`src/rtl/msna_ram.sv`:
```
`default_nettype none
module msna_ram #(
  parameter int WIDTH = 32,
  parameter int DEPTH = 64
) (
  input  logic                     clk,
  input  logic                     wr_en,
  input  logic [$clog2(DEPTH)-1:0] wr_addr,
  input  logic [WIDTH-1:0]         wr_data,
  input  logic [$clog2(DEPTH)-1:0] rd_addr,
  output logic [WIDTH-1:0]         rd_data
);

  logic [WIDTH-1:0] mem_r [DEPTH];
  logic [WIDTH-1:0] rd_data_r;

  always_ff @(posedge clk) begin
    if (wr_en) begin
      mem_r[wr_addr] <= wr_data;
    end
    rd_data_r <= mem_r[rd_addr];
  end

  assign rd_data = rd_data_r;

endmodule
`default_nettype wire

```
`config.mk`:
```
export PLATFORM = sky130hd
export DESIGN_NAME = msna_ram
export DESIGN_NICKNAME = d
export VERILOG_FILES = /design/src/rtl/msna_ram.sv
export SDC_FILE = /design/constraint.sdc
export NUM_CORES = 2
export LEC_CHECK = 0
export BUFFER_PORTS_ARGS = -buffer_cell sky130_fd_sc_hd__buf_4
export CAP_MARGIN = 20
export CORE_MARGIN = 1
export CORE_UTILIZATION = 40
export CTS_BUF_LIST = sky130_fd_sc_hd__clkbuf_4
export DETAILED_ROUTE_END_ITERATION = 16
export PLACE_DENSITY_LB_ADDON = 0.12
export SYNTH_ARGS = -nofsm -noshare
export SYNTH_HDL_FRONTEND = slang
export SYNTH_SLANG_ARGS = --single-unit
```
`constraint.sdc`:
```
create_clock -name clk -period 5.4 [get_ports clk]
set_input_delay 0.27 -clock clk [delete_from_list [all_inputs] [get_ports clk]]
set_output_delay 0.27 -clock clk [all_outputs]
set_load 0.02 [all_outputs]
```
==> run metrics <==
most common cell after layout, fill and taps aside edfxtp_1; GRT Overall Usage a little under a quarter; TritonCTS Buffers 561; final setup fails 0; drt first-iter violations roughly 4300; setup TNS 0 ns; Worst setup startpoint rd_addr[1]; area grow syn2layout 16.3%; Worst Hold Class in2reg; max incr delay on CP about 0.84 ns; wire per inst 33.2 um; die height ~450 um; FF-to-FF Start mem_r[35][31]; area leader, netlist edfxtp_1; clk sinks 2080; async set-or-reset flop fraction in the synthesized netlist 0%; CTS max path bufs 4; Resize count post-CTS 0; met1 Track Usage GR 32.3%; Max Cap Viol 0; P_leak approximately 29 nW; minimum clock period between 3 and 4 ns; CP top delay family buffers and inverters; final period utilization between 50 and 60%; GRT Max-Usage Layer met2; Synth cell types 34; Hold Vio Cnt, Final 0; Max Fanout on Critical Path 74; GP Congestion ~0.77; synthesized area ~80000 um2; CP endpoint rd_data[10]; I/O pin count 78; met3 GRT Util under 10%; CP Depth 9; first-pass GRT wire length 324000 um; Post-DP HPWL 127000 um; initial core utilization around two fifths; Clk Latency, worst-skew pair about 1.4 ns; Required @ worst endpoint between 6 and 7 ns; Reg area 62100 um2; PwrDens around 360 nW/um2; Worst-Margin Slew approximately 1.1 ns; Rel. slew slack a little under a quarter; CP arrival 4.24 ns; Final #Nets roughly 4100; CP startpoint kind input port; Slowest-stage cell, CP a21oi_1; number of global-route vias before repair roughly 42000; final worst slack approximately 2.4 ns; DRT antenna net count 0; post-place setup slack approximately 1.2 ns; Setup CP Type in2reg; status finished clean; flops & latches, synth 2080; DRC Markers 0; # rows between 150 and 200; top_reg_cell synth edfxtp_1; hold_ws roughly 0.17 ns; peak supply drop between 0.15 and 0.2 mV; port buffer count 77; Synthesis Warnings 0; top cells by area, synth edfxtp_1 (78%), mux4_2 (16%), mux2i_1 (1.2%), dfxtp_1 (0.82%), o22ai_1 (0.67%); H-tree levels 6; critical path cell sequence dlygate4sd3_1 -> buf_8 -> buf_12 -> buf_12 -> mux4_2 -> o221ai_1 -> a21oi_1 -> a21oi_1 -> nor2_1; hold path startpoint wr_data[1]; fraction of layout cells with a size suffix above 1 between 30% and 40%; chip width 445 um; Gate Count Post-Synth ~3300; clock root buffer clkbuf_4; fillers between 15000 and 20000; WL final about 230000 um; critical path endpoint category flip-flop; most frequent cells in the layout edfxtp_1 (2048), clkbuf_4 (817), mux4_2 (544), buf_4 (183), mux2i_1 (93); Synth Net Count about 3400; R2R depth 4; FMAX about 0.33 GHz; Post-synth EDFFs roughly 2000; Initial DRT Pass Iterations 8; area of the multi-input gates between 15000 and 20000 um2; R2R setup slack 3.01 ns; Bufs and invs on worst path 4; Seq/Total Area, Yosys 79.1%; CTS tree done; RSZ-0062 raised after global routing false; core area approximately 200000 um2; clk_skew between 0.08 and 0.09 ns; top cell type's share of synthesized area 78.3%; Mean Syn Cell Area about 24 um2; met2 Usage GRT 38.2%; largest net degree at the start of global routing between 80 and 90; CTS clk-pin slew, worst paths ~0.070 ns; routed vias 39926; via/cell ratio around 5.7; die area around 200000 um2; initial antenna violation count 22; total congestion overflow 0; Slew Viols, Final 0; r2r endpoint rd_data[31]
how the worst min path moves through the flow:
stage / endpoint / slack [ns] / cells after the start
6_report: mem_r[3][1] / 0.17 / 2
5_1_grt: mem_r[3][1] / 0.06 / 2
4_1_cts: mem_r[6][30] / 0.005 / 2
3_5_place_dp: rd_data[3] / 0.69 / 1
3_3_place_gp: rd_data[3] / 0.70 / 1
2_1_floorplan: mem_r[0][0] / 0.37 / 0
registers in the layout, summed over array words and instances (netlist names):
register	flops
mem_r	2048
rd_data	32
per-stage QoR:
stage               util [%]  total power (W)  area [um2]  std cells
global placement        42.6           0.0200       83000       5962
CTS                     46.8           0.0337       91200       7008
global route            46.8           0.0345       91300       7014
floorplan                  -           0.0192       78500       3324
detailed placement      42.6           0.0201       83100       5968
finish                  46.8           0.0333       91300       7023
worst reg2reg max path: cells and delay by family (launching register included):
family	cells	cell delay, ns
flops	1	0.37
simple gates	1	0.27
compound gates	1	0.55
mux	2	1.04
kinds of logic (layout without fill, tap and decap cells):
logic type / after synthesis / in the layout / synth area share, %
AOI/OAI and AO/OA: 202 / 202 / 1.67
other: 0 / 13 / 0
and+or+nand+nor: 223 / 223 / 1.27
buffers and inverters: 182 / 1244 / 1.13
DFF: 2080 / 2080 / 79.1
muxes: 637 / 637 / 16.8
per-layer routing:
| layer | wire, um | vias to the layer above |
|---|---|---|
| li1 | - | 16028 |
| met1 | 95600 | 21632 |
| met2 | 114000 | 1851 |
| met3 | 16500 | 407 |
| met4 | 7800 | 8 |
| met5 | 53 | - |
cells in the mapped netlist (3+ instances only):
cell	number
buf_6	5
nor2b_1	15
mux4_2	544
a21oi_1	62
dfxtp_1	32
buf_2	57
edfxtp_1	2048
o32ai_1	4
nand3_1	5
a311oi_1	8
o22ai_1	84
buf_4	25
a41o_1	4
a22oi_1	12
nor3_1	7
and3_1	4
nand2b_1	8
mux2i_1	93
nand2_1	26
nand3b_1	5
clkbuf_1	74
buf_1	21
o221ai_1	27
or3_1	3
or3b_2	3
nor2_1	137
power by group:
part	switching, W	leakage [nW]	internal, W
Combinational	0.00116	6.37	0.000694
Sequential	0.0000929	18.7	0.0179
Clock	0.00634	4.06	0.00712
Total	0.00760	29.1	0.0257
layout make-up:
| type | count | area share (%) |
|---|---|---|
| diodes | 13 | 0.0356 |
| clock buffers | 817 | 6.72 |
| clock inverters | 116 | 0.637 |
| flip-flops and latches | 2080 | 68.1 |
| well taps | 2624 | 3.60 |
| repair buffers | 311 | 3.46 |
| multi-input cells | 1062 | 17.5 |
what timing repair did:
action,CTS,global route
hold buffers,107,0
setup buffers,0,0
endpoints found under the hold margin,2486,0
No activity file was read; power rests on OpenSTA's default activity.
