`src/rtl/msna_pkg.sv`:
```
`default_nettype none
package msna_pkg;

  localparam int MAX_POINTS_DEF   = 64;
  localparam int WEIGHT_DEPTH_DEF = 256;

  localparam int COORD_W  = 16;
  localparam int BW_W     = 16;
  localparam int WEIGHT_W = 16;
  localparam int PT_W     = 2 * COORD_W;
  // h^2 in Q16.16 scaled by 2^13
  localparam int DEN_W    = 2 * BW_W + 13;
  localparam int MEAN_W   = COORD_W + 2;
  localparam int OIDX_W   = 6;

  localparam logic [BW_W-1:0] BW_RESET = 16'd1280;

  typedef struct packed {
    logic signed [COORD_W-1:0] coord_x;
    logic signed [COORD_W-1:0] coord_y;
    logic                      last_point;
  } in_beat_t;

  typedef struct packed {
    logic [OIDX_W-1:0] point_index;
    logic [OIDX_W-1:0] cluster_index;
    logic              last_result;
  } out_beat_t;

  // shifted mean of one point, passed from the kernel stage to the search stage
  typedef struct packed {
    logic [OIDX_W-1:0]        point_index;
    logic signed [MEAN_W-1:0] mean_x;
    logic signed [MEAN_W-1:0] mean_y;
    logic                     last;
  } mean_t;

  // Gaussian weight entry: 65536*exp(-s) with s = k/depth in Q.32, raised
  // to the 16th power by four squarings. s is supplied by the caller.
  function automatic logic [WEIGHT_W-1:0] table_entry(input logic [63:0] k,
                                                      input logic [63:0] s);
    logic [63:0]        term;
    logic [63:0]        prod;
    logic signed [65:0] sum;
    logic [63:0]        e;
    logic [WEIGHT_W-1:0] res;
    term = 64'd1 << 32;
    sum  = 66'sd1 <<< 32;
    res  = 16'hFFFF;
    if (k != 64'd0) begin
      for (int n = 1; n <= 14; n++) begin
        prod = (term * s) >> 32;
        case (n)
          1:       term = prod;
          2:       term = prod / 2;
          3:       term = prod / 3;
          4:       term = prod / 4;
          5:       term = prod / 5;
          6:       term = prod / 6;
          7:       term = prod / 7;
          8:       term = prod / 8;
          9:       term = prod / 9;
          10:      term = prod / 10;
          11:      term = prod / 11;
          12:      term = prod / 12;
          13:      term = prod / 13;
          default: term = prod / 14;
        endcase
        if ((n % 2) == 1) begin
          sum = sum - $signed({2'b00, term});
        end else begin
          sum = sum + $signed({2'b00, term});
        end
      end
      if (sum < 0) begin
        e = 64'd0;
      end else if (sum > 66'sh0_FFFF_FFFF) begin
        e = 64'hFFFF_FFFF;
      end else begin
        e = sum[63:0];
      end
      for (int r = 0; r < 4; r++) begin
        e = (e * e + (64'd1 << 31)) >> 32;
      end
      e = (e + 64'd32768) >> 16;
      res = (e > 64'd65535) ? 16'hFFFF : e[WEIGHT_W-1:0];
    end
    return res;
  endfunction

endpackage
`default_nettype wire

```
`src/rtl/msna_nearest.sv`:
```
`default_nettype none
module msna_nearest #(
  parameter int MAX_POINTS = msna_pkg::MAX_POINTS_DEF
) (
  input  logic                            clk,
  input  logic                            rst_n,
  input  logic [$clog2(MAX_POINTS+1)-1:0] n_pts,
  input  logic                            q_empty,
  output logic                            q_pop,
  input  msna_pkg::mean_t                 q_data,
  output logic [$clog2(MAX_POINTS)-1:0]   rd_addr,
  input  logic [msna_pkg::PT_W-1:0]       rd_data,
  output logic                            out_valid,
  output msna_pkg::out_beat_t             out_data,
  input  logic                            out_take
);
  import msna_pkg::*;

  localparam int IW = $clog2(MAX_POINTS);
  localparam int CW = $clog2(MAX_POINTS + 1);
  localparam int SW = 2 * MEAN_W;

  localparam logic [1:0] B_IDLE  = 2'd0;
  localparam logic [1:0] B_SCAN  = 2'd1;
  localparam logic [1:0] B_DRAIN = 2'd2;

  logic [1:0]    state_r;
  logic [CW-1:0] j_r;
  logic          rv_r, v1_r, v2_r;
  logic          bv_r;
  logic          ov_r;
  logic          pipe_busy;

  mean_t                    cur_r;
  logic [IW-1:0]            j0_r, j1_r, j2_r;
  logic signed [MEAN_W-1:0] dx1_r, dy1_r;
  logic signed [SW-1:0]     sqx, sqy;
  logic [SW-2:0]            sqx2_r, sqy2_r;
  logic [SW-1:0]            d2;
  logic [SW-1:0]            best_r;
  logic [IW-1:0]            bidx_r;
  logic                     better;
  out_beat_t                od_r;

  assign pipe_busy = rv_r | v1_r | v2_r;
  assign q_pop     = (state_r == B_IDLE) && !q_empty;
  assign rd_addr   = j_r[IW-1:0];
  assign out_valid = ov_r;
  assign out_data  = od_r;

  assign sqx    = dx1_r * dx1_r;
  assign sqy    = dy1_r * dy1_r;
  assign d2     = {1'b0, sqx2_r} + {1'b0, sqy2_r};
  assign better = v2_r && (!bv_r || (d2 < best_r));

  always_ff @(posedge clk) begin
    if (!rst_n) begin
      state_r <= B_IDLE;
      j_r     <= '0;
      rv_r    <= 1'b0;
      v1_r    <= 1'b0;
      v2_r    <= 1'b0;
      bv_r    <= 1'b0;
      ov_r    <= 1'b0;
    end else begin
      rv_r <= (state_r == B_SCAN);
      v1_r <= rv_r;
      v2_r <= v1_r;
      if (better) begin
        bv_r <= 1'b1;
      end
      if (out_take) begin
        ov_r <= 1'b0;
      end
      case (state_r)
        B_IDLE: begin
          if (!q_empty) begin
            j_r     <= '0;
            bv_r    <= 1'b0;
            state_r <= B_SCAN;
          end
        end
        B_SCAN: begin
          j_r <= j_r + CW'(1);
          if (j_r == n_pts - CW'(1)) begin
            state_r <= B_DRAIN;
          end
        end
        B_DRAIN: begin
          if (!pipe_busy && !ov_r) begin
            ov_r    <= 1'b1;
            state_r <= B_IDLE;
          end
        end
        default: state_r <= B_IDLE;
      endcase
    end
  end

  always_ff @(posedge clk) begin
    if (q_pop) begin
      cur_r <= q_data;
    end
    j0_r   <= j_r[IW-1:0];
    j1_r   <= j0_r;
    dx1_r  <= MEAN_W'($signed(rd_data[COORD_W-1:0])) - cur_r.mean_x;
    dy1_r  <= MEAN_W'($signed(rd_data[PT_W-1:COORD_W])) - cur_r.mean_y;
    j2_r   <= j1_r;
    sqx2_r <= sqx[SW-2:0];
    sqy2_r <= sqy[SW-2:0];
    // strict compare keeps the lowest index on a tie
    if (better) begin
      best_r <= d2;
      bidx_r <= j2_r;
    end
    if ((state_r == B_DRAIN) && !pipe_busy && !ov_r) begin
      od_r.point_index   <= cur_r.point_index;
      od_r.cluster_index <= OIDX_W'(bidx_r);
      od_r.last_result   <= cur_r.last;
    end
  end

endmodule
`default_nettype wire

```
`config.mk`:
```
export PLATFORM = sky130hd
export DESIGN_NAME = msna_nearest
export DESIGN_NICKNAME = d
export VERILOG_FILES = /design/src/rtl/msna_pkg.sv /design/src/rtl/msna_nearest.sv
export SDC_FILE = /design/constraint.sdc
export NUM_CORES = 2
export LEC_CHECK = 0
export ABC_AREA = 1
export BUFFER_PORTS_ARGS = -buffer_cell sky130_fd_sc_hd__buf_2
export CAP_MARGIN = 20
export CORE_ASPECT_RATIO = 1.25
export CORE_MARGIN = 2
export CORE_UTILIZATION = 50
export DETAILED_ROUTE_END_ITERATION = 6
export PLACE_DENSITY_LB_ADDON = 0.08
export SLEW_MARGIN = 20
export SYNTH_ARGS = -nofsm -noshare
export SYNTH_HDL_FRONTEND = slang
export SYNTH_SLANG_ARGS = --single-unit
```
`constraint.sdc`:
```
create_clock -name clk -period 6.1 [get_ports clk]
set_input_delay 0 -clock clk [delete_from_list [all_inputs] [get_ports clk]]
set_output_delay 0 -clock clk [all_outputs]
set_load 0.02 [all_outputs]
```
==> results.txt <==
* Final setup margin: 0.2991 ns
- In this run the worst hold path is classified as input port to flop.
* Time the final worst path needs with I/O delays and setup: 5.801 ns
* DRT Wirelength: 79,940 um
- Via count of the first global-routing pass: 27,020
- Routed wire length per instance: 15.46 um
- Buffers placed on the I/O ports in this run total 106.
- Global routing used 23.97% of the available tracks across all layers.
- Detailed router's first-iteration violation count: 955
- Count of clock tree sinks: 234
- Worst EP arrival: 6.23 ns
- The worst setup path is captured at a flop.
- WL met1: 31,420 um
- The setup check on the worst reg-to-reg path leaves a slack of 0.30 ns.
- Across all layers, the routed design uses 25,210 vias.
- In this run the number of H-tree levels came out at 1.
- Post-route cell area: 37,400 sq um
* Die width: 236.8 um
- The die covers 69,860 sq um.
- STA classifies the critical path startpoint as a flop.
* Post-synthesis average cell area: 8.284 sq um
- The first global-routing pass estimated 132,900 um of wire.
- For this configuration, the core starts out at a cell density of 50.58%.
* HPWL after detailed placement: 69,730 um
* Cell row count: 106
* CP required: 6.53 ns
* Worst slew slack as a fraction of its limit: 34.83%
- Entering global routing, the biggest net connects 45 pins.
- Top layer in use: met4
- In the synthesized netlist the async set-or-reset flop fraction comes to 0%.
- After synthesis the cells add up to 33,870 sq um.
* Count of cell types in the netlist: 46
* Prevailing post-synth register cell: sky130_fd_sc_hd__dfxtp_1
* Vias per cell: 4.876
- Counting the buffers created by CTS gives 26.
- Final count of pins violating max slew: 0
* Clock root cell: sky130_fd_sc_hd__clkbuf_16
* CTS clk-pin slew, worst paths: 0.06 ns
- Worst skew pair latency: 0.56 ns
- Max-cap viol count: 0
- Setup repair after global routing left no endpoint under its margin.
* Antenna viol nets, final: 0
* Number of standard cells after synthesis: 4,089
- Core Area: 66,980 sq um
- DRC: 0
- The routed design uses 43,380 um of met2 wire.
- Flop and latch count out of synthesis: 234
* Number of warnings issued by yosys: 0
- The placed instances occupy a cell area of 35,670 sq um.
- Slew @ Worst Pin: 0.9761 ns
* Max frequency: 0.1724 GHz
- Number of synthesized flops with an enable pin: 98
- Share of post-route cells with drive strength above 1: 6.458%
* Crit Path Category: flop to flop
* Worst Hold Margin: 0.02865 ns
* Antenna violations before repair: 1
* Total negative slack for setup checks: 0 ns
- Setup violations remaining at the end of the flow were counted as 0.
* Seq/Total Area, Yosys: 16.73%
- Max clock buf depth: 3
- Routed length on met3: 2452 um
- Final weighted congestion of routability-driven global placement: 0.9220
- For this design the top-level I/O count stands at 107.
* Max Fanout on Critical Path: 13
- Drt pass-1 iters: 5
- Before CTS, the worst setup slack after placement is 0.1685 ns.
- CTS tree: done
- After the last flow step, the layout net total stands at 5,260.
- Run status: finished, final reports clean
- Final Hold Fails: 0
- Area delta synth->final: 10.42%
* Synthesized netlist net count: 5,064
- Fin crit share: 95.10%
- Die boundary height: 295.0 um
- Global-route congestion overflow total: 0
- Worst clock skew on the final layout: 0.01376 ns
==> final timing paths <==
path	start	end	cells past startpoint
worst max-delay path	dy1_r[16]	sqy2_r[28]	19
worst min-delay path	n_pts[5]	state_r[1]	8
worst max register to register	dy1_r[16]	sqy2_r[28]	19
worst min register to register	j0_r[4]	j1_r[4]	0
==> per-stage QoR <==
| step | util (%) | std cells |
|---|---|---|
| finish | 55.85 | 5170 |
| CTS | 55.82 | 5169 |
| floorplan | - | 4089 |
| detailed placement | 53.25 | 5038 |
| global route | 55.85 | 5170 |
| global placement | 53.25 | 5038 |
==> worst max-delay path: stages, from the launching register on <==
cell and delay [ns]:
sky130_fd_sc_hd__dfxtp_1 0.79, sky130_fd_sc_hd__buf_4 0.25, sky130_fd_sc_hd__nand2_1 0.09, sky130_fd_sc_hd__fa_1 0.56, sky130_fd_sc_hd__inv_1 0.05, sky130_fd_sc_hd__fa_1 0.43, sky130_fd_sc_hd__fa_1 0.47, sky130_fd_sc_hd__fa_1 0.52
sky130_fd_sc_hd__fa_1 0.55, sky130_fd_sc_hd__inv_1 0.05, sky130_fd_sc_hd__fa_1 0.47, sky130_fd_sc_hd__inv_1 0.04, sky130_fd_sc_hd__ha_1 0.38, sky130_fd_sc_hd__nand2_1 0.13, sky130_fd_sc_hd__nor2_1 0.16, sky130_fd_sc_hd__inv_1 0.09
sky130_fd_sc_hd__nor3_1 0.23, sky130_fd_sc_hd__o21ai_0 0.21, sky130_fd_sc_hd__nand4_1 0.11, sky130_fd_sc_hd__nand2_1 0.08
==> layout make-up <==
class / count / area, sq um
timing repair buffer: 249 / 1862
clock buffer: 37 / 754.5
antenna: 1 / 2.502
tap: 864 / 1081
clock inverter: 11 / 133.9
fill: 6336 / 29570
sequential: 234 / 5670
multi-input combinational: 2593 / 23460
inverter: 1181 / 4437
==> timing repair <==
action / CTS / global route
endpoints found under the hold margin: 93 / 0
resized for setup: 0 / 7
setup buffers: 0 / 0
setup endpoints to repair: 0 / 6
hold buffers: 83 / 0
==> flip-flops by register name, indices dropped and copies added (netlist names), 7 cells and up <==
signal,count
dx1_r,18
sqy2_r,34
cur_r,43
j_r,7
dy1_r,18
out_data,13
best_r,36
sqx2_r,34
==> cells in the mapped netlist (4+ instances only) <==
master / number / share of area (%)
sky130_fd_sc_hd__inv_1: 1177 / 13
sky130_fd_sc_hd__nand2_1: 871 / 9.7
sky130_fd_sc_hd__fa_1: 583 / 34
sky130_fd_sc_hd__ha_1: 306 / 11
sky130_fd_sc_hd__nor2_1: 198 / 2.2
sky130_fd_sc_hd__a21oi_1: 162 / 2.4
sky130_fd_sc_hd__dfxtp_1: 136 / 8.0
sky130_fd_sc_hd__nand3_1: 107 / 1.6
sky130_fd_sc_hd__edfxtp_1: 98 / 8.7
sky130_fd_sc_hd__xor2_1: 84 / 2.2
sky130_fd_sc_hd__o21ai_0: 83 / 1.2
sky130_fd_sc_hd__clkbuf_1: 54 / 0.60
sky130_fd_sc_hd__nand4_1: 31 / 0.57
sky130_fd_sc_hd__xnor2_1: 29 / 0.75
sky130_fd_sc_hd__nor3_1: 23 / 0.34
sky130_fd_sc_hd__buf_1: 18 / 0.20
sky130_fd_sc_hd__nand2_2: 18 / 0.33
sky130_fd_sc_hd__o21bai_1: 11 / 0.24
sky130_fd_sc_hd__a21o_1: 9 / 0.20
sky130_fd_sc_hd__nor3_2: 9 / 0.27
sky130_fd_sc_hd__nor2_2: 8 / 0.15
sky130_fd_sc_hd__o21a_1: 8 / 0.18
sky130_fd_sc_hd__nor4_1: 7 / 0.13
sky130_fd_sc_hd__buf_4: 6 / 0.13
sky130_fd_sc_hd__or2_2: 6 / 0.11
sky130_fd_sc_hd__o21ai_2: 5 / 0.13
sky130_fd_sc_hd__a31oi_1: 4 / 0.074
sky130_fd_sc_hd__o21ai_1: 4 / 0.059
==> kinds of logic after synthesis <==
logic type               share of synthesized area (%)
AO/OA/AOI/OAI                                    4.913
AND/OR/NAND/NOR                                  15.62
adder cells (fa/ha/maj)                          45.76
XOR/XNOR                                         2.922
flip-flops                                       16.73
buffers and inverters                            14.06
==> placed cells by master, fill, tap and decap left out, types with 6 or more instances in the layout <==
master and instances:
sky130_fd_sc_hd__nor2_2 8, sky130_fd_sc_hd__o21ai_0 83, sky130_fd_sc_hd__nand3_1 107, sky130_fd_sc_hd__edfxtp_1 98, sky130_fd_sc_hd__xnor2_1 29, sky130_fd_sc_hd__or2_2 6
sky130_fd_sc_hd__clkinv_2 7, sky130_fd_sc_hd__nand4_1 31, sky130_fd_sc_hd__clkbuf_1 7, sky130_fd_sc_hd__clkbuf_16 28, sky130_fd_sc_hd__buf_4 56, sky130_fd_sc_hd__nor4_1 7
sky130_fd_sc_hd__a21oi_1 161, sky130_fd_sc_hd__o21bai_1 11, sky130_fd_sc_hd__xor2_1 84, sky130_fd_sc_hd__inv_1 1176, sky130_fd_sc_hd__nand2_1 871, sky130_fd_sc_hd__ha_1 306
sky130_fd_sc_hd__nor3_2 10, sky130_fd_sc_hd__fa_1 582, sky130_fd_sc_hd__dlygate4sd3_1 83, sky130_fd_sc_hd__nor2_1 198, sky130_fd_sc_hd__dfxtp_1 132, sky130_fd_sc_hd__a21o_1 9
sky130_fd_sc_hd__o21a_1 8, sky130_fd_sc_hd__buf_2 106, sky130_fd_sc_hd__nand2_2 18, sky130_fd_sc_hd__nor3_1 22
==> metal layers <==
metal  up-vias  global-route usage (%)
li1      12440                       -
met1     12230                   27.29
met2       401                   46.84
met3       140                   2.297
met4         0                   7.626
met5         -                       0
Power is not shown: default switching activity piles up to over one toggle a cycle in this logic, so the estimate is an artifact.
