**src/rtl/msna_pkg.sv**
```systemverilog
`default_nettype none
package msna_pkg;

  localparam int MAX_POINTS_DEF   = 64;
  localparam int WEIGHT_DEPTH_DEF = 256;

  localparam int COORD_W  = 16;
  localparam int BW_W     = 16;
  localparam int WEIGHT_W = 16;
  localparam int PT_W     = 2 * COORD_W;
  // h^2 in Q16.16 scaled by 2^13
  localparam int DEN_W    = 2 * BW_W + 13;
  localparam int MEAN_W   = COORD_W + 2;
  localparam int OIDX_W   = 6;

  localparam logic [BW_W-1:0] BW_RESET = 16'd1280;

  typedef struct packed {
    logic signed [COORD_W-1:0] coord_x;
    logic signed [COORD_W-1:0] coord_y;
    logic                      last_point;
  } in_beat_t;

  typedef struct packed {
    logic [OIDX_W-1:0] point_index;
    logic [OIDX_W-1:0] cluster_index;
    logic              last_result;
  } out_beat_t;

  // shifted mean of one point, passed from the kernel stage to the search stage
  typedef struct packed {
    logic [OIDX_W-1:0]        point_index;
    logic signed [MEAN_W-1:0] mean_x;
    logic signed [MEAN_W-1:0] mean_y;
    logic                     last;
  } mean_t;

  // Gaussian weight entry: 65536*exp(-s) with s = k/depth in Q.32, raised
  // to the 16th power by four squarings. s is supplied by the caller.
  function automatic logic [WEIGHT_W-1:0] table_entry(input logic [63:0] k,
                                                      input logic [63:0] s);
    logic [63:0]        term;
    logic [63:0]        prod;
    logic signed [65:0] sum;
    logic [63:0]        e;
    logic [WEIGHT_W-1:0] res;
    term = 64'd1 << 32;
    sum  = 66'sd1 <<< 32;
    res  = 16'hFFFF;
    if (k != 64'd0) begin
      for (int n = 1; n <= 14; n++) begin
        prod = (term * s) >> 32;
        case (n)
          1:       term = prod;
          2:       term = prod / 2;
          3:       term = prod / 3;
          4:       term = prod / 4;
          5:       term = prod / 5;
          6:       term = prod / 6;
          7:       term = prod / 7;
          8:       term = prod / 8;
          9:       term = prod / 9;
          10:      term = prod / 10;
          11:      term = prod / 11;
          12:      term = prod / 12;
          13:      term = prod / 13;
          default: term = prod / 14;
        endcase
        if ((n % 2) == 1) begin
          sum = sum - $signed({2'b00, term});
        end else begin
          sum = sum + $signed({2'b00, term});
        end
      end
      if (sum < 0) begin
        e = 64'd0;
      end else if (sum > 66'sh0_FFFF_FFFF) begin
        e = 64'hFFFF_FFFF;
      end else begin
        e = sum[63:0];
      end
      for (int r = 0; r < 4; r++) begin
        e = (e * e + (64'd1 << 31)) >> 32;
      end
      e = (e + 64'd32768) >> 16;
      res = (e > 64'd65535) ? 16'hFFFF : e[WEIGHT_W-1:0];
    end
    return res;
  endfunction

endpackage
`default_nettype wire

```
**src/rtl/msna_queue.sv**
```systemverilog
`default_nettype none
module msna_queue (
  input  logic            clk,
  input  logic            rst_n,
  input  logic            wr_en,
  input  msna_pkg::mean_t wr_data,
  output logic            full,
  input  logic            rd_en,
  output msna_pkg::mean_t rd_data,
  output logic            empty
);
  import msna_pkg::*;

  mean_t      mem_r [2];
  logic       wp_r;
  logic       rp_r;
  logic [1:0] cnt_r;
  logic       do_wr;
  logic       do_rd;

  assign full    = (cnt_r == 2'd2);
  assign empty   = (cnt_r == 2'd0);
  assign do_wr   = wr_en && !full;
  assign do_rd   = rd_en && !empty;
  assign rd_data = mem_r[rp_r];

  always_ff @(posedge clk) begin
    if (!rst_n) begin
      wp_r  <= 1'b0;
      rp_r  <= 1'b0;
      cnt_r <= 2'd0;
    end else begin
      if (do_wr) begin
        wp_r <= !wp_r;
      end
      if (do_rd) begin
        rp_r <= !rp_r;
      end
      if (do_wr && !do_rd) begin
        cnt_r <= cnt_r + 2'd1;
      end else if (do_rd && !do_wr) begin
        cnt_r <= cnt_r - 2'd1;
      end
    end
  end

  always_ff @(posedge clk) begin
    if (do_wr) begin
      mem_r[wp_r] <= wr_data;
    end
  end

endmodule
`default_nettype wire

```
**config.mk**
```make
export PLATFORM = sky130hd
export DESIGN_NAME = msna_queue
export DESIGN_NICKNAME = d
export VERILOG_FILES = /design/src/rtl/msna_pkg.sv /design/src/rtl/msna_queue.sv
export SDC_FILE = /design/constraint.sdc
export NUM_CORES = 1
export LEC_CHECK = 0
export BUFFER_PORTS_ARGS = -buffer_cell sky130_fd_sc_hd__buf_2
export CAP_MARGIN = 20
export CORE_ASPECT_RATIO = 0.8
export CORE_MARGIN = 1.5
export CORE_UTILIZATION = 42
export DETAILED_ROUTE_END_ITERATION = 7
export GPL_ROUTABILITY_DRIVEN = 0
export PLACE_DENSITY = 0.66
export SLEW_MARGIN = 40
export SYNTH_ARGS = -nofsm -noshare
export SYNTH_HDL_FRONTEND = slang
export SYNTH_SLANG_ARGS = --single-unit
```
**constraint.sdc**
```tcl
create_clock -name clk -period 4 [get_ports clk]
set_input_delay 0.8 -clock clk [delete_from_list [all_inputs] [get_ports clk]]
set_output_delay 0.8 -clock clk [all_outputs]
set_load 0.01 [all_outputs]
```
==> results by group, run 1 <==
Power and ir drop
  • Clock network power share: 21.9%
  • Int Power: 1730 µW
  • Leak Pwr: 0.00150 µW
  • Pwr per Cell Area: 591 nW/µm²
  • Logic pwr share: 24.4%
  • Sw frac: between 20 and 30%
  • Reg power frac: 53.7%
  • P_sw: around 700 µW
  • Worst VDD drop: approximately 0.00034 V

CTS
  • Clk_lat worst skew: about 0.35 ns
  • CTS H-Tree Depth: 3
  • Max clock buf depth: 2
  • Total clock sinks: 91
  • Hold_buf cts: 0
  • CTS resizes: 0
  • Post-CTS setup buffers: 0
  • Clock Pin Slew Worst Setup and Hold Paths: 0.08 ns
  • CTS tree: done
  • TritonCTS buffer count: 9
  • Clk Tree Root Cell: clkbuf_8

Drt
  • DR WL/cell: 14.7 µm
  • Routed vias/inst: 4.68
  • DRC viols: 0
  • Vias: 1718
  • First-pass DRT Iterations: 4
  • ANT nets after route: 0
  • 1st-iter DRT viols: 139
  • Drt total wl: 5.41 mm

Layout
  • Fin nets: around 310
  • Design area: 4080 µm²
  • Layout cells sized above 1: between 50 and 60%
  • # diodes: 0
  • Fin cells: 367
  • FF/Latch Area: about 2700 µm²
  • Most common cell after layout, fill and taps aside: buf_2
  • Multi-input gate area: around 620 µm²
  • Commonest cells after routing, fill and taps aside: buf_2 (91), edfxtp_1 (86), mux2_2 (43), clkbuf_8 (9), dfxtp_1 (4)
  • Area grow syn2layout: 22.2%
  • # fillers: roughly 640

Synthesis
  • Cell area after synthesis: approximately 3300 µm²
  • Synth area leader: edfxtp_1
  • Yosys reg bits: 91
  • Post-Synthesis Net Count: 207
  • Netlist cell types: 21
  • Seq/Total Area, Yosys: approximately 80%
  • Post-synthesis area per instance: 21.0 µm²
  • Synth top area cells: edfxtp_1 (77%), mux2_2 (15%), dfxtp_1 (3.0%)
  • Warnings, synthesis: 0
  • Synth Instances: 159
  • Yosys top cell area share: 77.4%

Placed design
  • Placed Cells: 351
  • HPWL Detailed: 3.42 mm
  • IO buf count: 91
  • Worst slack, placed: about 1.9 ns
  • DP Area: 3910 µm²

Flow run
  • Max_cap viols: 0

Timing
  • Fin crit period: 2.44 ns
  • Worst-Margin Slew: 0.603 ns
  • Rel. slew slack: around three fifths
  • RSZ-0062 raised after global routing: false
  • Setup TNS: 0 ns
  • Count of final hold-check violations: 0
  • Setup WS post-layout: 1.56 ns
  • Slew Limit Fails: 0
  • WHS: 0.534 ns
  • Final setup vio count: 0
  • Final period utilization: 61.0%
  • F_max: 410 MHz
  • Clk_skew: 0.00607 ns

Floorplanning
  • Die height: 82.7 µm
  • Core area: between 7000 and 8000 µm²
  • Row count: 28
  • Starting Density: between 40% and 50%
  • # IOs: between 90 and 100
  • Full die area: 8490 µm²
  • Die Wd: 103 µm

Global route
  • Vias in the first global route: roughly 1700
  • Largest net degree at the start of global routing: 44
  • Remaining global-route overflow: 0
  • GRT Overall Usage: 13.0%
  • Initial antenna violation count: 0
  • First-pass GRT wire length: around 8 mm

Status
  • Status: complete, no violations

Min path
  • Hold Path Class: flop to flop

Worst setup path
  • Worst Path Required: about 3.2 ns
  • Worst-path maximum fanout: 43
  • Worst path arrival time: 1.64 ns
  • Crit path capture type: primary output
  • Startpoint types: flop
  • Type of the worst setup path: flop to primary output
cells in the mapped netlist:
library cell  count
inv_1             1
inv_2             1
nand2b_1          1
or3_1             1
and2_1            3
edfxtp_1         86
xnor2_1           2
a21boi_0          1
o21ai_1           1
o21a_1            1
buf_4             4
and3_1            1
xor2_1            1
nor2_1            2
mux2_2           43
o21ai_0           1
nor3_2            1
dfxtp_1           5
a21boi_1          1
ha_1              1
buf_2             1
flip-flops by register name, summed over array words and instances, names as in the netlist, named ones only:
signal,flops
rp_r,1
wp_r,1
cnt_r,2
mem_r,86
worst max-delay path, cell delays in order, from the launching register on:
cell and delay, ns:
dfxtp_4 0.73, mux2_2 0.42, buf_2 0.14
power by group through the flow:
| stage | Combinational [µW] | Sequential, µW | Clock [µW] |
|---|---|---|---|
| after floorplan | 440 | 1250 | 0 |
| after global placement | 595 | 1320 | 0 |
| after detailed placement | 596 | 1320 | 0 |
| after CTS | 600 | 1300 | 553 |
| after global routing | 646 | 1320 | 583 |
| final | 589 | 1290 | 528 |
through the flow:
step	utilization [%]	power, µW
after floorplan	-	1690
after global placement	51.8	1910
after detailed placement	51.9	1920
after CTS	54.1	2450
after global routing	54.1	2550
final	54.1	2410
area by class of cell:
cell class | instances | area share (%)
flip-flops and latches | 91 | 65.9
inverters | 2 | 0.184
well taps | 105 | 3.22
multi-input cells | 61 | 15.3
clock inverters | 6 | 0.982
repair buffers | 92 | 11.4
clock buffers | 10 | 3.13
per-layer routing:
metal  wire length [µm]  global-route usage [%]  vias up
li1                   -                       -      815
met1               2220                    14.6      837
met2               2680                    21.5       56
met3                420                    5.22       10
met4                 93                    6.99        0
met5                  0                       0        -
kinds of logic after synthesis:
logic type | after synthesis | share of synthesized area [%]
multiplexers | 43 | 14.5
flip-flops | 91 | 80.4
buffers and inverters | 7 | 1.27
XOR/XNOR | 3 | 0.788
AO/OA/AOI/OAI | 5 | 0.975
AND/OR/NAND/NOR | 9 | 1.65
adder cells (fa/ha/maj) | 1 | 0.375
path summary, 6_finish.rpt:
check        startpoint           end  slack (ns)  depth (start not counted)
min            cnt_r[1]      cnt_r[1]        0.53                          2
max reg2reg    cnt_r[0]  mem_r[0][17]        2.29                          4
max                flop   rd_data[13]        1.56                          2
min reg2reg    cnt_r[1]      cnt_r[1]        0.53                          2
No activity file was read; power rests on OpenSTA's default activity.
==> inputs of run 2 (changes only) <==
clock period = 2.5 ns   (was 4 ns; I/O delays follow)
==> run 2 against run 1 <==
Against the previous run:
- core utilization grew 0.75 points
- highest routed layer unchanged
- via count is essentially flat
- clock-buffer cell count unchanged
- routed wire length grew 2.4%
- largest cell class unchanged
- critical path depth rose by 1
- clock skew about the same
- clock power rose by 70%
==> results by group, run 2 (same netlist as run 1, synthesis figures left out) <==
Status
  • Status: complete, no violations (unchanged)

Worst setup path
  • Crit path buf inv count: 2 (was 1)
  • Worst path arrival time: 1.50 ns (was 1.64 ns)
  • Delay of the slowest critical-path stage: 0.39 ns (was 0.73 ns)
  • Crit path capture type: primary output (unchanged)
  • Worst Path Required: 2.00 ns (was 3.20 ns)
  • Delay-heaviest family, CP: buffers and inverters (was flip-flops)
  • Type of the worst setup path: flop to primary output (unchanged)
  • Worst-path maximum fanout: 23 (was 43)
  • Crit-path cells: buf_4 -> mux2_2 -> buf_2 (was mux2_2 -> buf_2)
  • CP max-delay cell: mux2_2 (was dfxtp_4)
  • Startpoint types: flop (unchanged)

Timing
  • Final period utilization: between 70% and 80%
  • Setup TNS: 0 ns (unchanged)
  • Rel. slew slack: 80.0% (was 59.8%)
  • Worst-Margin Slew: 0.301 ns (was 0.603 ns)
  • Clk_skew: 0.00604 ns (was 0.00607 ns)
  • F_max: 501 MHz
  • Final setup vio count: 0 (unchanged)
  • Slew Limit Fails: 0 (unchanged)
  • Fin crit period: between 1.5 and 2 ns
  • RSZ-0062 raised after global routing: false (unchanged)
  • Count of final hold-check violations: 0 (unchanged)

Layout
  • Fin nets: 308 (was 305)
  • Max reg flops: 86 (unchanged)
  • # fillers: 606 (was 635)
  • Top flop regs: mem_r: 86 flops, cnt_r: 2 flops (unchanged)
  • Layout cells sized above 1: 58.7% (was 58.0%)
  • Most common cell after layout, fill and taps aside: buf_2 (unchanged)
  • Largest Register: mem_r (unchanged)
  • Commonest cells after routing, fill and taps aside: buf_2 (91), edfxtp_1 (86), mux2_2 (43), clkbuf_8 (9), dfxtp_1 (4) (unchanged)
  • # diodes: 0 (unchanged)
  • Area grow syn2layout: 23.9% (was 22.2%)
  • Core Util, Final: 54.9% (was 54.1%)

Drt
  • First-pass DRT Iterations: 4 (unchanged)
  • 1st-iter DRT viols: 56 (was 139)
  • Vias: 1717 (was 1718)
  • Routed vias/inst: 4.65 (was 4.68)
  • DR WL/cell: 15.0 µm (was 14.7 µm)
  • Drt total wl: 5.54 mm (was 5.41 mm)
  • ANT nets after route: 0 (unchanged)
  • DRC viols: 0 (unchanged)

Global route
  • Remaining global-route overflow: 0 (unchanged)
  • Vias in the first global route: 1753 (was 1742)
  • Initial antenna violation count: 0 (unchanged)
  • First-pass GRT wire length: 8.29 mm (was 7.96 mm)
  • Largest net degree at the start of global routing: 45 (was 44)
  • GRT Overall Usage: 13.8% (was 13.0%)

CTS
  • Clock Pin Slew Worst Setup and Hold Paths: 0.08 ns (about the same)
  • Clk_lat worst skew: 0.34 ns (was 0.35 ns)
  • Clk Tree Root Cell: clkbuf_8 (unchanged)
  • Max clock buf depth: 2 (unchanged)
  • Total clock sinks: 91 (unchanged)
  • CTS resizes: 0 (unchanged)
  • Post-CTS setup buffers: 0 (unchanged)
  • CTS H-Tree Depth: 3 (unchanged)
  • Hold_buf cts: 0 (unchanged)
  • CTS tree: done (unchanged)
  • TritonCTS buffer count: 9 (unchanged)

Floorplanning
  • Die Wd: 103 µm (unchanged)
  • Row count: 28 (unchanged)
  • Full die area: 8490 µm² (unchanged)
  • Core area: 7530 µm² (unchanged)
  • Die height: 82.7 µm (unchanged)
  • # IOs: 92 (unchanged)
  • Starting Density: 44.3% (unchanged)

Power and ir drop
  • Leak Pwr: 0.00154 µW (was 0.00150 µW)
  • Worst VDD drop: 0.000616 V (was 0.000337 V)
  • Pwr per Cell Area: 957 nW/µm² (was 591 nW/µm²)

Placed design
  • HPWL Detailed: 3.70 mm (was 3.42 mm)
  • IO buf count: 91 (unchanged)

Min path
  • Hold Path Class: primary input to flop (was flop to flop)

Flow run
  • Max_cap viols: 0 (unchanged)
run 2: path summary, 6_finish.rpt:
| kind | cells past startpoint | endpoint | start | slack, ns |
|---|---|---|---|---|
| min | 1 | mem_r[0][39] | wr_data[39] | 0.35 |
| max reg2reg | 6 | cnt_r[1] | cnt_r[0] | 0.90 |
| max | 3 | rd_data[12] | flop | 0.50 |
| min reg2reg | 2 | cnt_r[1] | cnt_r[1] | 0.54 |
run 2: per-layer routing:
| metal | vias up | wire length [µm] | track usage (%) | part of all wire, % |
|---|---|---|---|---|
| met1 | 813 | 2550 | 17.2 | 46 |
| met4 | 0 | 71 | 5.62 | 1.3 |
| met5 | - | 0 | 0 | 0 |
| met2 | 74 | 2450 | 20.4 | 44 |
| li1 | 822 | - | - | - |
| met3 | 8 | 471 | 7.07 | 8.5 |
run 2: worst register-to-register path, cell delays in order (launching register included):
cell	delay, ns
dfxtp_1	0.36
nand2b_1	0.20
inv_2	0.10
nor2_1	0.05
ha_1	0.34
or3_1	0.36
a21boi_1	0.14
run 2: layout make-up:
class | instances | area [µm²] | area share (%)
sequential | 91 | 2680 | 64.9
clock inverter | 5 | 55.1 | 1.33
timing repair buffer | 95 | 510 | 12.3
inverter | 2 | 7.51 | 0.182
tap | 105 | 131 | 3.18
clock buffer | 10 | 128 | 3.09
multi-input combinational | 61 | 618 | 15.0
run 2: where the power goes:
| group | total [µW] | switching (µW) | internal (µW) | leakage [µW] |
|---|---|---|---|---|
| logic | 1080 | 564 | 520 | 0.000605 |
| clock network | 896 | 443 | 453 | 0.0000898 |
| registers | 1980 | 61.4 | 1920 | 0.000845 |
| total | 3960 | 1070 | 2890 | 0.00154 |
run 2: metrics by stage:
step / setup slack, ns / total power (µW) / hold WS, ns / area, µm² / instances
4_1_cts: 0.464 / 4030 / 0.316 / 4130 / 369
5_1_grt: 0.407 / 4180 / 0.307 / 4130 / 369
6_report: 0.505 / 3960 / 0.347 / 4130 / 369
3_5_place_dp: 0.788 / 3110 / 0.517 / 3950 / 354
2_1_floorplan: 0.417 / 2710 / 0.483 / 3340 / 159
3_3_place_gp: 0.863 / 3090 / 0.507 / 3950 / 354
==> inputs of run 3 (changes only) <==
clock period = 1.9 ns   (was 2.5 ns; I/O delays follow)
==> run 3 against run 2 <==
Against the previous run:
- routed wire length increased by 7.5%
- largest cell class unchanged
- sequential share of layout area decreased by 1.4 points
- global-route usage increased by 0.37 points
- sequential power increased by 32%
- critical endpoint is now rd_data[32]
- cell area increased by 2.3%
- highest routed layer unchanged
- final cell count increased by 0.81%
- first-iteration DRC count increased by 16%
- clock power increased by 65%
- core utilization increased by 1.3 points
==> results by group, run 3 (same netlist as run 1, synthesis figures left out) <==
Layout
  • Layout cells sized above 1: 59.6% (was 58.7%)
  • Top flop regs: mem_r: 86 flops, cnt_r: 2 flops (unchanged)
  • Max reg flops: 86 (unchanged)
  • Most common cell after layout, fill and taps aside: buf_2 (unchanged)
  • # diodes: 0 (unchanged)
  • Area grow syn2layout: 26.8% (was 23.9%)
  • Largest Register: mem_r (unchanged)
  • Fin nets: 310 (was 308)
  • Commonest cells after routing, fill and taps aside: buf_2 (91), edfxtp_1 (86), mux2_2 (43), clkbuf_8 (9) (was buf_2 (91), edfxtp_1 (86), mux2_2 (43), clkbuf_8 (9), dfxtp_1 (4))
  • Core Util, Final: 56.1% (was 54.9%)

Global route
  • Initial antenna violation count: 0 (unchanged)
  • Vias in the first global route: 1809 (was 1753)
  • Gr busiest metal: met2 (unchanged)
  • Met3 usage: 6.14% (was 7.07%)
  • GRT Overall Usage: 14.2% (was 13.8%)
  • Met2 GRT Util: 23.9% (was 20.4%)
  • Largest net degree at the start of global routing: 44 (was 45)
  • First-pass GRT wire length: 8.64 mm (was 8.29 mm)
  • Remaining global-route overflow: 0 (unchanged)
  • M1 GR Usage: 16.6% (was 17.2%)

Timing
  • RSZ-0062 raised after global routing: false (unchanged)
  • Setup TNS: 0 ns (unchanged)
  • Fin crit period: 1.81 ns
  • F_max: 552 MHz
  • WHS: 0.221 ns (was 0.347 ns)
  • Final setup vio count: 0 (unchanged)
  • Count of final hold-check violations: 0 (unchanged)
  • Rel. slew slack: 78.0% (was 80.0%)
  • Slew Limit Fails: 0 (unchanged)
  • Final period utilization: 95.4%
  • Worst-Margin Slew: 0.329 ns (was 0.301 ns)
  • Clk_skew: 0.0101 ns (was 0.00604 ns)

Floorplanning
  • # IOs: 92 (unchanged)
  • Row count: 28 (unchanged)
  • Die Wd: 103 µm (unchanged)
  • Starting Density: 44.3% (unchanged)
  • Core area: 7530 µm² (unchanged)
  • Full die area: 8490 µm² (unchanged)
  • Die height: 82.7 µm (unchanged)

CTS
  • Max clock buf depth: 2 (unchanged)
  • Clk_lat worst skew: 0.34 ns (about the same)
  • CTS tree: done (unchanged)
  • Clock Pin Slew Worst Setup and Hold Paths: 0.08 ns (about the same)
  • CTS H-Tree Depth: 3 (unchanged)
  • Hold_buf cts: 0 (unchanged)
  • TritonCTS buffer count: 9 (unchanged)
  • Total clock sinks: 91 (unchanged)
  • Clk Tree Root Cell: clkbuf_8 (unchanged)

Worst setup path
  • Type of the worst setup path: flop to primary output (unchanged)
  • Worst-path maximum fanout: 22 (was 23)
  • Startpoint types: flop (unchanged)
  • Worst path arrival time: 1.43 ns (was 1.50 ns)
  • Worst Path Required: 1.52 ns (was 2.00 ns)
  • Crit path capture type: primary output (unchanged)
  • Worst reg2reg path depth: 6 (unchanged)

Status
  • Status: complete, no violations (unchanged)

Min path
  • Hold path depth: 1 (unchanged)
  • Hold Path Class: primary input to flop (unchanged)

Drt
  • DR WL/cell: 16.0 µm (was 15.0 µm)
  • Routed vias/inst: 4.74 (was 4.65)
  • ANT nets after route: 0 (unchanged)
  • First-pass DRT Iterations: 4 (unchanged)
  • Vias: 1762 (was 1717)
  • Drt total wl: 5.96 mm (was 5.54 mm)
  • DRC viols: 0 (unchanged)
  • 1st-iter DRT viols: 65 (was 56)

Placed design
  • IO buf count: 91 (unchanged)
  • HPWL Detailed: 3.82 mm (was 3.70 mm)

Power and ir drop
  • Leak Pwr: 0.00158 µW (was 0.00154 µW)
  • Worst VDD drop: 0.000885 V (was 0.000616 V)
  • Pwr per Cell Area: 1330 nW/µm² (was 957 nW/µm²)

Flow run
  • Max_cap viols: 0 (unchanged)
run 3: cell count changes in the layout (fill, tap and decap cells not counted):
cell,previous run,this run
bufinv_16,1,3
clkbuf_1,1,3
buf_4,2,3
clkbuf_16,0,1
clkinv_1,1,0
clkinv_2,1,0
clkinvlp_4,1,0
dfxtp_1,4,3
dfxtp_2,1,2
inv_2,1,0
inv_4,0,1
nand2b_1,1,0
nand2b_4,0,1
run 3: report_power, final:
| part | internal [µW] | leakage (µW) | switching [µW] |
|---|---|---|---|
| Clock | 878 | 0.000115 | 605 |
| Combinational | 745 | 0.000624 | 767 |
| Sequential | 2520 | 0.000845 | 94.1 |
run 3: metrics by stage:
step | area, µm² | total power (µW) | cells | setup slack [ns]
2_1_floorplan | 3350 | 3580 | 159 | -0.152
3_5_place_dp | 3970 | 4150 | 355 | 0.348
3_3_place_gp | 3970 | 4120 | 355 | 0.391
6_report | 4230 | 5610 | 372 | 0.0870
5_1_grt | 4230 | 5910 | 372 | 0.0185
4_1_cts | 4200 | 5640 | 371 | 0.0108
run 3: area by class of cell:
| type | count | area (µm²) |
|---|---|---|
| Fill cell | 624 | 3300 |
| Sequential cell | 91 | 2690 |
| Clock inverter | 4 | 98.8 |
| Timing Repair Buffer | 97 | 543 |
| Clock buffer | 12 | 135 |
| Multi-Input combinational cell | 61 | 626 |
| Tap cell | 105 | 131 |
| Inverter | 2 | 10.0 |
run 3: worst max-delay path, stage by stage, from the launching register on:
cell and delay, ns:
dfxtp_2 0.38, buf_12 0.20, mux2_2 0.37, buf_2 0.15
run 3: per-layer routing:
| metal | up-vias | wire length (µm) |
|---|---|---|
| met5 | - | 0 |
| met4 | 0 | 27 |
| met3 | 4 | 450 |
| met2 | 68 | 2900 |
| met1 | 866 | 2580 |
| li1 | 824 | - |
run 3: repair_timing:
item,CTS,global route
buffers inserted,0,0
resized for setup,0,0
setup endpoints to repair,0,30
run 3: path summary, 6_finish.rpt:
kind | start | end | slack, ns
max | flop | rd_data[32] | 0.09
min | wr_data[24] | mem_r[0][24] | 0.22
max reg2reg | cnt_r[1] | cnt_r[1] | 0.37
min reg2reg | cnt_r[1] | cnt_r[1] | 0.57
